$ cat src/rtl/mme_pkg.sv
// ----------------------------------------------------------------------------
// mme_pkg: shared definitions of the matrix multiply engine
// Field widths, command and register codes, sequencer-to-MAC control types.
// ----------------------------------------------------------------------------
`default_nettype none

package mme_pkg;

	// Default sizes of the element stores.
	localparam int MAX_DIM_DEF   = 8;
	localparam int ELEM_BITS_DEF = 16;

	// Fixed field widths of the streaming items.
	localparam int CMD_W   = 2;
	localparam int POS_W   = 3;
	localparam int VALUE_W = 16;
	localparam int SUM_W   = 35;
	localparam int REG_W   = 4;
	localparam int CFG_IDX_W = 2;

	// Input item commands; the fourth code is unused.
	typedef enum logic [CMD_W-1:0] {
		CMD_LOAD_A  = 2'd0,
		CMD_LOAD_B  = 2'd1,
		CMD_COMPUTE = 2'd2
	} cmd_t;

	// Configuration register indexes.
	typedef enum logic [CFG_IDX_W-1:0] {
		REG_ROWS_A = 2'd0,
		REG_INNER  = 2'd1,
		REG_COLS_B = 2'd2
	} reg_idx_t;

	// Control that travels with one multiply-accumulate step.
	typedef struct packed {
		logic             vld;
		logic             first;
		logic             last_k;
		logic             last;
		logic [POS_W-1:0] row;
		logic [POS_W-1:0] col;
	} mac_ctl_t;

	// Finished result element held by the MAC unit.
	typedef struct packed {
		logic [POS_W-1:0] row;
		logic [POS_W-1:0] col;
		logic             last;
		logic [SUM_W-1:0] sum;
	} mac_res_t;

	// Size register as used: zero counts as one, large values as the maximum.
	function automatic logic [REG_W-1:0] dim_clamp(input logic [REG_W-1:0] r,
			input logic [REG_W-1:0] max_dim);
		logic [REG_W-1:0] d;
		d = r;
		if (r == '0) begin
			d = REG_W'(1);
		end else if (r > max_dim) begin
			d = max_dim;
		end
		return d;
	endfunction

endpackage

`default_nettype wire

$ cat src/rtl/mme_ram.sv
// ----------------------------------------------------------------------------
// mme_ram: element store
// One write port and one read port with registered read data.
// ----------------------------------------------------------------------------
`default_nettype none

module mme_ram #(
	parameter int DEPTH = 64,
	parameter int WIDTH = 16
) (
	input  wire logic                     clk,
	input  wire logic                     we,
	input  wire logic [$clog2(DEPTH)-1:0] waddr,
	input  wire logic [WIDTH-1:0]         wdata,
	input  wire logic [$clog2(DEPTH)-1:0] raddr,
	output logic      [WIDTH-1:0]         rdata
);

	logic [WIDTH-1:0] mem_q [DEPTH];

	// Write port.
	always_ff @(posedge clk) begin
		if (we) begin
			mem_q[waddr] <= wdata;
		end
	end

	// Read port, data in the cycle after the address.
	always_ff @(posedge clk) begin
		rdata <= mem_q[raddr];
	end

endmodule

`default_nettype wire

$ cat src/rtl/mme_mac.sv
// ----------------------------------------------------------------------------
// mme_mac: shared multiply-accumulate unit
// Multiplies one A and one B element per step and sums one dot product,
// then holds the finished element until it is taken.
// ----------------------------------------------------------------------------
`default_nettype none

module mme_mac
	import mme_pkg::*;
#(
	parameter int ELEM_BITS = ELEM_BITS_DEF
) (
	input  wire logic                        clk,
	input  wire logic                        arst_n,
	input  wire mac_ctl_t                    ctl,
	input  wire logic signed [ELEM_BITS-1:0] a_data,
	input  wire logic signed [ELEM_BITS-1:0] b_data,
	input  wire logic                        take,
	output logic                             done,
	output mac_res_t                         res
);

	localparam int PROD_W = 2 * ELEM_BITS;

	mac_ctl_t                  ctl_s2;
	logic signed [PROD_W-1:0]  prod_s2;
	logic signed [SUM_W-1:0]   acc_q;
	logic                      done_q;
	logic [POS_W-1:0]          row_q;
	logic [POS_W-1:0]          col_q;
	logic                      last_q;

	// Multiply stage.
	always_ff @(posedge clk or negedge arst_n) begin
		if (!arst_n) begin
			ctl_s2 <= '0;
		end else begin
			ctl_s2 <= ctl;
		end
	end

	always_ff @(posedge clk) begin
		prod_s2 <= a_data * b_data;
	end

	// Accumulate stage; the sum wraps at the result width.
	always_ff @(posedge clk) begin
		if (ctl_s2.vld) begin
			if (ctl_s2.first) begin
				acc_q <= SUM_W'(prod_s2);
			end else begin
				acc_q <= acc_q + SUM_W'(prod_s2);
			end
		end
		if (ctl_s2.vld && ctl_s2.last_k) begin
			row_q  <= ctl_s2.row;
			col_q  <= ctl_s2.col;
			last_q <= ctl_s2.last;
		end
	end

	// Finished flag, set by the final step and cleared when taken.
	always_ff @(posedge clk or negedge arst_n) begin
		if (!arst_n) begin
			done_q <= 1'b0;
		end else if (ctl_s2.vld && ctl_s2.last_k) begin
			done_q <= 1'b1;
		end else if (take) begin
			done_q <= 1'b0;
		end
	end

	assign done     = done_q;
	assign res.row  = row_q;
	assign res.col  = col_q;
	assign res.last = last_q;
	assign res.sum  = acc_q;

endmodule

`default_nettype wire

$ cat src/rtl/matrix_multiply_mac_engine_top.sv
// ----------------------------------------------------------------------------
// matrix_multiply_mac_engine_top: integer matrix multiply C = A x B
// Load items write elements of A or B; a compute item streams out all of C.
// ----------------------------------------------------------------------------
// Load item: accepted whenever idle, the next item may follow at once.
// Compute item: each result element is summed by the single shared
// multiply-accumulate unit from the store reads, one step per inner index; the
// next element starts only after the last one moved to the output register.
// Reset sets all three size registers to 1; the element stores are not
// cleared and hold unknown data until written. No clearing pass is run.
`default_nettype none

module matrix_multiply_mac_engine_top
	import mme_pkg::*;
#(
	parameter int MAX_DIM   = MAX_DIM_DEF,
	parameter int ELEM_BITS = ELEM_BITS_DEF
) (
	input  wire logic                 clk,
	input  wire logic                 arst_n,
	// configuration write port
	input  wire logic                 cfg_we,
	input  wire logic [CFG_IDX_W-1:0] cfg_index,
	input  wire logic [REG_W-1:0]     cfg_data,
	// input items
	input  wire logic                 s_tvalid,
	output logic                      s_tready,
	// row_index [2:0], col_index [5:3], element_value [21:6], zero [23:22]
	input  wire logic [23:0]          s_tdata,
	// command [1:0]
	input  wire logic [CMD_W-1:0]     s_tuser,
	// result items
	output logic                      m_tvalid,
	input  wire logic                 m_tready,
	// out_row [2:0], out_col [5:3], product_sum [40:6], zero [47:41]
	output logic [47:0]               m_tdata,
	output logic                      m_tlast
);

	localparam int DEPTH = MAX_DIM * MAX_DIM;
	localparam int AW    = $clog2(DEPTH);
	localparam int IDX_W = $clog2(MAX_DIM);

	typedef enum logic [2:0] {
		S_IDLE  = 3'b001,
		S_ISSUE = 3'b010,
		S_DRAIN = 3'b100
	} state_t;

	state_t                 state_q;
	logic [REG_W-1:0]       rows_a_q;
	logic [REG_W-1:0]       inner_q;
	logic [REG_W-1:0]       cols_b_q;
	logic [IDX_W-1:0]       i_q;
	logic [IDX_W-1:0]       j_q;
	logic [IDX_W-1:0]       k_q;
	logic [IDX_W-1:0]       i_end;
	logic [IDX_W-1:0]       j_end;
	logic [IDX_W-1:0]       k_end;
	logic                   elem_last;
	mac_ctl_t               issue_ctl;
	mac_ctl_t               ctl_s1;
	logic [AW-1:0]          raddr_a;
	logic [AW-1:0]          raddr_b;
	logic [AW-1:0]          waddr;
	logic                   in_acc;
	logic                   in_range;
	logic                   we_a;
	logic                   we_b;
	logic [POS_W-1:0]       in_row;
	logic [POS_W-1:0]       in_col;
	logic signed [VALUE_W-1:0]   in_value;
	logic signed [ELEM_BITS-1:0] wdata;
	logic [ELEM_BITS-1:0]   rdata_a;
	logic [ELEM_BITS-1:0]   rdata_b;
	logic                   mac_done;
	mac_res_t               mac_res;
	logic                   take;
	logic                   out_vld_q;
	mac_res_t               out_q;

	// Input item fields.
	assign in_row   = s_tdata[2:0];
	assign in_col   = s_tdata[5:3];
	assign in_value = s_tdata[21:6];
	assign s_tready = (state_q == S_IDLE);
	assign in_acc   = s_tvalid && s_tready;

	// Configuration registers.
	always_ff @(posedge clk or negedge arst_n) begin
		if (!arst_n) begin
			rows_a_q <= REG_W'(1);
			inner_q  <= REG_W'(1);
			cols_b_q <= REG_W'(1);
		end else if (cfg_we) begin
			case (cfg_index)
				REG_ROWS_A: rows_a_q <= cfg_data;
				REG_INNER:  inner_q  <= cfg_data;
				REG_COLS_B: cols_b_q <= cfg_data;
				default: ;
			endcase
		end
	end

	// Last index of each loop after clamping the sizes.
	assign i_end = IDX_W'(dim_clamp(rows_a_q, REG_W'(MAX_DIM)) - REG_W'(1));
	assign k_end = IDX_W'(dim_clamp(inner_q, REG_W'(MAX_DIM)) - REG_W'(1));
	assign j_end = IDX_W'(dim_clamp(cols_b_q, REG_W'(MAX_DIM)) - REG_W'(1));
	assign elem_last = (i_q == i_end) && (j_q == j_end);

	// Element loads; an index past the store size is dropped.
	assign in_range = (REG_W'(in_row) < REG_W'(MAX_DIM)) &&
			(REG_W'(in_col) < REG_W'(MAX_DIM));
	assign waddr = AW'(in_row * MAX_DIM + in_col);
	assign wdata = ELEM_BITS'(in_value);
	assign we_a  = in_acc && in_range && (s_tuser == CMD_LOAD_A);
	assign we_b  = in_acc && in_range && (s_tuser == CMD_LOAD_B);

	// Store reads of the current step: A(i,k) and B(k,j).
	assign raddr_a = AW'(i_q * MAX_DIM + k_q);
	assign raddr_b = AW'(k_q * MAX_DIM + j_q);

	mme_ram #(.DEPTH(DEPTH), .WIDTH(ELEM_BITS)) u_store_a (
		.clk   (clk),
		.we    (we_a),
		.waddr (waddr),
		.wdata (wdata),
		.raddr (raddr_a),
		.rdata (rdata_a)
	);

	mme_ram #(.DEPTH(DEPTH), .WIDTH(ELEM_BITS)) u_store_b (
		.clk   (clk),
		.we    (we_b),
		.waddr (waddr),
		.wdata (wdata),
		.raddr (raddr_b),
		.rdata (rdata_b)
	);

	// Control of the step issued this cycle.
	always_comb begin
		issue_ctl        = '0;
		issue_ctl.vld    = (state_q == S_ISSUE);
		issue_ctl.first  = (k_q == '0);
		issue_ctl.last_k = (k_q == k_end);
		issue_ctl.last   = elem_last;
		issue_ctl.row    = POS_W'(i_q);
		issue_ctl.col    = POS_W'(j_q);
	end

	// Control delayed to line up with the store read data.
	always_ff @(posedge clk or negedge arst_n) begin
		if (!arst_n) begin
			ctl_s1 <= '0;
		end else begin
			ctl_s1 <= issue_ctl;
		end
	end

	mme_mac #(.ELEM_BITS(ELEM_BITS)) u_mac (
		.clk    (clk),
		.arst_n (arst_n),
		.ctl    (ctl_s1),
		.a_data (rdata_a),
		.b_data (rdata_b),
		.take   (take),
		.done   (mac_done),
		.res    (mac_res)
	);

	// A finished element moves to the output register once it is free.
	assign take = mac_done && (!out_vld_q || m_tready);

	// Sequencer over i, j and k.
	always_ff @(posedge clk or negedge arst_n) begin
		if (!arst_n) begin
			state_q <= S_IDLE;
			i_q     <= '0;
			j_q     <= '0;
			k_q     <= '0;
		end else begin
			case (state_q)
				S_IDLE: begin
					if (in_acc && (s_tuser == CMD_COMPUTE)) begin
						i_q     <= '0;
						j_q     <= '0;
						k_q     <= '0;
						state_q <= S_ISSUE;
					end
				end
				S_ISSUE: begin
					if (k_q == k_end) begin
						k_q     <= '0;
						state_q <= S_DRAIN;
					end else begin
						k_q <= k_q + IDX_W'(1);
					end
				end
				S_DRAIN: begin
					if (take) begin
						if (elem_last) begin
							state_q <= S_IDLE;
						end else begin
							state_q <= S_ISSUE;
							if (j_q == j_end) begin
								j_q <= '0;
								i_q <= i_q + IDX_W'(1);
							end else begin
								j_q <= j_q + IDX_W'(1);
							end
						end
					end
				end
				default: state_q <= S_IDLE;
			endcase
		end
	end

	// Output register.
	always_ff @(posedge clk or negedge arst_n) begin
		if (!arst_n) begin
			out_vld_q <= 1'b0;
		end else if (take) begin
			out_vld_q <= 1'b1;
		end else if (m_tready) begin
			out_vld_q <= 1'b0;
		end
	end

	always_ff @(posedge clk) begin
		if (take) begin
			out_q <= mac_res;
		end
	end

	assign m_tvalid = out_vld_q;
	assign m_tdata  = {7'd0, out_q.sum, out_q.col, out_q.row};
	assign m_tlast  = out_q.last;

	// The next dot product never starts while a finished one waits in the MAC.
	a_issue_no_pending: assert property (@(posedge clk) disable iff (!arst_n)
		(state_q == S_ISSUE) |-> !mac_done)
		else $error("dot product issued while a finished element is pending");

	// A finished element only appears after all steps of it were issued.
	a_done_in_drain: assert property (@(posedge clk) disable iff (!arst_n)
		$rose(mac_done) |-> (state_q == S_DRAIN))
		else $error("finished element outside the drain phase");

	// When new items are taken the MAC pipeline is empty.
	a_ready_empty: assert property (@(posedge clk) disable iff (!arst_n)
		s_tready |-> (!mac_done && !ctl_s1.vld))
		else $error("ready while the MAC unit still holds work");

endmodule

`default_nettype wire

$ cat config.mk
export PLATFORM = sky130hd
export DESIGN_NAME = matrix_multiply_mac_engine_top
export DESIGN_NICKNAME = d
export VERILOG_FILES = /design/src/rtl/mme_pkg.sv /design/src/rtl/mme_ram.sv /design/src/rtl/mme_mac.sv /design/src/rtl/matrix_multiply_mac_engine_top.sv
export SDC_FILE = /design/constraint.sdc
export NUM_CORES = 2
export LEC_CHECK = 0
export CORE_MARGIN = 2
export CORE_UTILIZATION = 50
export CTS_CLUSTER_DIAMETER = 200
export DETAILED_ROUTE_END_ITERATION = 12
export DONT_BUFFER_PORTS = 1
export GPL_TIMING_DRIVEN = 0
export SLEW_MARGIN = 30
export SYNTH_ARGS = -nofsm -noshare
export SYNTH_HDL_FRONTEND = slang
export SYNTH_SLANG_ARGS = --single-unit
$ cat constraint.sdc
create_clock -name clk -period 7.5 [get_ports clk]
set_input_delay 0.375 -clock clk [delete_from_list [all_inputs] [get_ports clk]]
set_output_delay 0.375 -clock clk [all_outputs]
set_load 0.005 [all_outputs]
==> results <==
- The run finished with clean final reports.
- Of the total synthesized cell area, the portion taken by AND, OR, NAND and NOR gates is 2.97%.
- The layout overhead on the synthesized area is 13.1%.
- The tree is rooted in a sky130_fd_sc_hd__clkbuf_16.
- The signal on the critical path passes through clkbuf_1 > nand2_1 > fa_1 > inv_1 > fa_1 > inv_1 > fa_1 > fa_1 > fa_1 > fa_1 > inv_1 > ha_1 > clkbuf_1 > a21o_1 > a211oi_1 > nor2_1 > a21oi_1 > o41ai_2 > a2111oi_1 > o21ai_1 > a21oi_1 > xnor2_1.
- The total negative slack for setup checks is 0 ns.
- The combinational family with the most area after synthesis is multiplexers.
- After detailed placement, the design holds a cell count of 7362.
- Cells with a size suffix above 1 make up 25.0% of the layout.
- The synthesized netlist occupies a cell area of 95800 um2.
- The per-cell via count in the routed design is 5.94.
- The largest stage delay on the critical path is 0.76 ns.
- The launching element type of the critical path is a flip-flop.
- Detailed placement ended at an HPWL of 159 mm.
- In the synthesized netlist, mux cells make up 16.0% of the area.
- Counting flops with a built-in enable in the synthesized netlist gives 2132.
- The largest individual stage delay along the critical path comes from the cell sky130_fd_sc_hd__fa_1.
- Dividing the detail-routed wire length by the instance count gives 30.5 um.
- The clock drives 2242 sinks.
- The synthesized design spends more area on one cell type than any other, namely sky130_fd_sc_hd__edfxtp_1.
- In this run the cell area measured after placement is 101000 um2.
- The element type at the critical path end is a flip-flop.
- Timing analysis after detailed placement gives a worst setup slack of 0.364 ns.
- The count of buffer and inverter cells on the critical path is 5.
- STA puts the critical path data arrival time at 7.86 ns.
- The share of async-settable or async-resettable flops after synthesis is 2.05%.
- The detailed router placed 46400 vias in this run.
- The worst-case setup margin in the final layout is 0.427 ns.
- The sequential-to-total area share from yosys stat is 69.4%.
- The netlist uses 70 different library cells.
- The count of buffers added by post-CTS timing repair for setup is 0.
- The worst slew slack as a fraction of its limit is 28.6%.
- The number of failing hold endpoints at the final stage came to 0.
- The min-delay analysis places its worst path in the category in -> reg.
- The maximum buffer depth of the clock tree is 3.
- The finished cells cover 108000 um2.
- From bottom edge to top edge, the die measures 442 um.
- The final-stage net count is 5548.
- The synthesis warning total is 0.
- Setup violations remaining at the end of the flow were counted as 0.
- In this run the worst path has a maximum fanout of 10.
- The count of port buffers added during placement is 0.
- The critical path in this run is classified as reg -> reg.
- Summed over all layers, the global routing overflow is 0.
- For this configuration, the core starts out at a cell density of 50.4%.
- In the layout the commonest cells are 2132 x sky130_fd_sc_hd__edfxtp_1, 672 x sky130_fd_sc_hd__mux4_2, 337 x sky130_fd_sc_hd__inv_1.
- For flop-to-flop paths, the worst setup slack is 0.43 ns.
- The most frequently used flop master after synthesis is sky130_fd_sc_hd__edfxtp_1.
- The DRC violations left is 0.
- Based on the critical path, the design can be clocked at up to 0.141 GHz.
- In this design, the critical path's most frequently occurring cell is sky130_fd_sc_hd__fa_1.
- The total track usage is 24.7%.
- TritonCTS built the clock tree.
- The first-pass detailed-route iteration total is 5.
- The leading cell type in the layout, fill and taps excluded is sky130_fd_sc_hd__edfxtp_1.
- The wire length of the first global-routing pass is 343 mm.
- The die covers 195000 um2.
- For this run, the number of standard cells in the final layout without fillers is 7818.
- After Yosys synthesis, full adders, half adders and majority gates account for 7.10% of the synthesized area.
- The final wirelength is 239 mm.
- The share of the synthesized area in the top cell type is 66.8%.
- The clock-pin slew of the registers on the worst-case setup and hold paths is 0.06 ns.
- The post-synthesis instance total is 4774.
- The final critical path time including I/O delays and setup is 7.07 ns.
- The floorplan step set the die width to 442 um.
- Of the total synthesized cell area, the portion taken by XOR and XNOR cells is 0.677%.
- Setup repair after global routing left no endpoint under its margin.
- Summing the areas of all compound-gate instances in the mapped netlist gives 1.49% of the synthesized area.
- The transition at the pin with the smallest max-transition slack is 1.07 ns.
- The initial antenna violation count was 18.
- The final clock skew is 0.0409 ns.
- The per-instance average area after synthesis is 20.1 um2.
- Max-cap violations in this run came to 0.
- The pin count of the biggest net entering global routing is 129.
- The cell row count is 160.
- The detail route stage leaves a number of antenna-violating nets equal to 0.
- The number of pins with negative max-slew slack in the final report is 0.
- The first routing iteration left 5433 violations.
- The family of cells with the greatest summed delay on the critical path is adder cells.
- After synthesis, the cell types taking the most area are sky130_fd_sc_hd__edfxtp_1 67%, sky130_fd_sc_hd__mux4_2 16%, sky130_fd_sc_hd__fa_1 5.5%, sky130_fd_sc_hd__ha_1 1.6%, sky130_fd_sc_hd__dfxtp_1 1.3%.
- Counting the buffers created by CTS gives 223.
- The H-tree was split into 4 levels.
- The I/O pin total is 88.
- The final RePlAce weighted congestion is 0.882.
- For the worst-skew pair, the clock arrives at the later sink with an insertion delay of 0.88 ns.
- The number of flip-flops and latches in the synthesized netlist is 2242.
- STA puts the critical path data required time at 8.28 ns.
- The number of global-route vias before repair is 47200.
- The final period utilization is 94.3%.
- The region available for standard cell placement spans 190000 um2.
==> kinds of logic after synthesis <==
logic type	after synthesis
adders and majority gates	386
and+or+nand+nor	610
xor gates and xnor gates	74
DFF	2242
AOI/OAI and AO/OA	216
other	1
buffers and inverters	556
muxes	689
==> Yosys cell counts (4+ instances only) <==
| cell | n |
|---|---|
| sky130_fd_sc_hd__a211oi_1 | 8 |
| sky130_fd_sc_hd__a21o_1 | 31 |
| sky130_fd_sc_hd__a21oi_1 | 48 |
| sky130_fd_sc_hd__a31oi_1 | 10 |
| sky130_fd_sc_hd__a41o_1 | 4 |
| sky130_fd_sc_hd__and2_1 | 118 |
| sky130_fd_sc_hd__and3_1 | 8 |
| sky130_fd_sc_hd__buf_1 | 13 |
| sky130_fd_sc_hd__buf_2 | 35 |
| sky130_fd_sc_hd__buf_4 | 31 |
| sky130_fd_sc_hd__buf_6 | 6 |
| sky130_fd_sc_hd__clkbuf_1 | 132 |
| sky130_fd_sc_hd__dfrtp_1 | 42 |
| sky130_fd_sc_hd__dfstp_2 | 4 |
| sky130_fd_sc_hd__dfxtp_1 | 64 |
| sky130_fd_sc_hd__edfxtp_1 | 2132 |
| sky130_fd_sc_hd__fa_1 | 263 |
| sky130_fd_sc_hd__ha_1 | 123 |
| sky130_fd_sc_hd__inv_1 | 338 |
| sky130_fd_sc_hd__mux2_2 | 14 |
| sky130_fd_sc_hd__mux4_2 | 672 |
| sky130_fd_sc_hd__nand2_1 | 203 |
| sky130_fd_sc_hd__nand2b_1 | 21 |
| sky130_fd_sc_hd__nand3_1 | 18 |
| sky130_fd_sc_hd__nand3b_1 | 9 |
| sky130_fd_sc_hd__nor2_1 | 183 |
| sky130_fd_sc_hd__nor2b_1 | 12 |
| sky130_fd_sc_hd__nor3_1 | 15 |
| sky130_fd_sc_hd__nor3b_1 | 5 |
| sky130_fd_sc_hd__o211ai_1 | 4 |
| sky130_fd_sc_hd__o21a_1 | 12 |
| sky130_fd_sc_hd__o21ai_0 | 38 |
| sky130_fd_sc_hd__o21ai_1 | 16 |
| sky130_fd_sc_hd__o21bai_1 | 9 |
| sky130_fd_sc_hd__o31ai_1 | 4 |
| sky130_fd_sc_hd__xnor2_1 | 47 |
| sky130_fd_sc_hd__xor2_1 | 27 |
==> metrics by stage <==
stage               util (%)  hold WS [ns]
finish                  57.0        0.0138
global route            57.0       0.00746
CTS                     57.0       0.00216
detailed placement      52.8        0.0802
global placement        52.0        0.0805
floorplan                  -        0.0794
==> cell type report <==
class / instances / area (um2)
Inverter: 339 / 1270
Timing Repair Buffer: 120 / 1660
Tap cell: 2511 / 3140
Sequential cell: 2242 / 66500
Clock inverter: 123 / 1210
Fill cell: 14100 / 81800
Multi-Input combinational cell: 1982 / 27700
Clock buffer: 281 / 5850
Buffer: 217 / 1050
Antenna cell: 3 / 7.51
==> flip-flops by register name (all words and copies together), names as in the netlist, 10 cells and up <==
register         flops
m_tdata             41
u_mac.ctl_s2        10
u_mac.prod_s2       32
u_store_a.rdata     16
ctl_s1              10
u_store_b.rdata     16
u_mac.acc_q         35
u_store_b.mem_q   1024
u_store_a.mem_q   1024
==> layer usage <==
metal,GRT usage (%),vias to the layer above,share of wire (%)
li1,-,19500,-
met2,39.5,1604,49
met5,0,-,0.039
met1,35.4,25000,42
met3,4.38,295,6.9
met4,6.68,14,2.5
==> worst paths after layout <==
kind / endpoint / cells past startpoint / from
max reg2reg: u_mac.prod_s2[31]$_DFF_P_ / 22 / u_store_b.rdata[4]$_DFF_P_
min reg2reg: u_mac.ctl_s2[4]$_DFF_PN0_ / 0 / ctl_s1[4]$_DFF_PN0_
min: u_store_a.mem_q[46][11]$_DFFE_PP_ / 1 / s_tdata[17]
max: u_mac.prod_s2[31]$_DFF_P_ / 22 / u_store_b.rdata[4]$_DFF_P_
max in group asynchronous: u_mac.ctl_s2[9]$_DFF_PN0_ / 3 / arst_n
min in group asynchronous: inner_q[0]$_DFFE_PN1P_ / 2 / arst_n
==> what timing repair did <==
| action | 4_1_cts | 5_1_grt |
|---|---|---|
| gates resized for setup | 0 | 2 |
| hold buffers | 47 | 1 |
| hold endpoints to repair | 2108 | 12 |
| setup endpoints to repair | 0 | 1 |
==> worst reg2reg max path: cells and delay by family (launching register included) <==
family | cells | cell delay, ns
xor gates and xnor gates | 1 | 0.14
adders and majority gates | 7 | 3.58
DFF | 1 | 0.59
and+or+nand+nor | 2 | 0.31
buffers and inverters | 5 | 0.89
AOI/OAI and AO/OA | 7 | 1.51
Power is left out: the tool's default activity adds up to more than one toggle a clock period on the data nets, which glitch-free logic cannot reach.
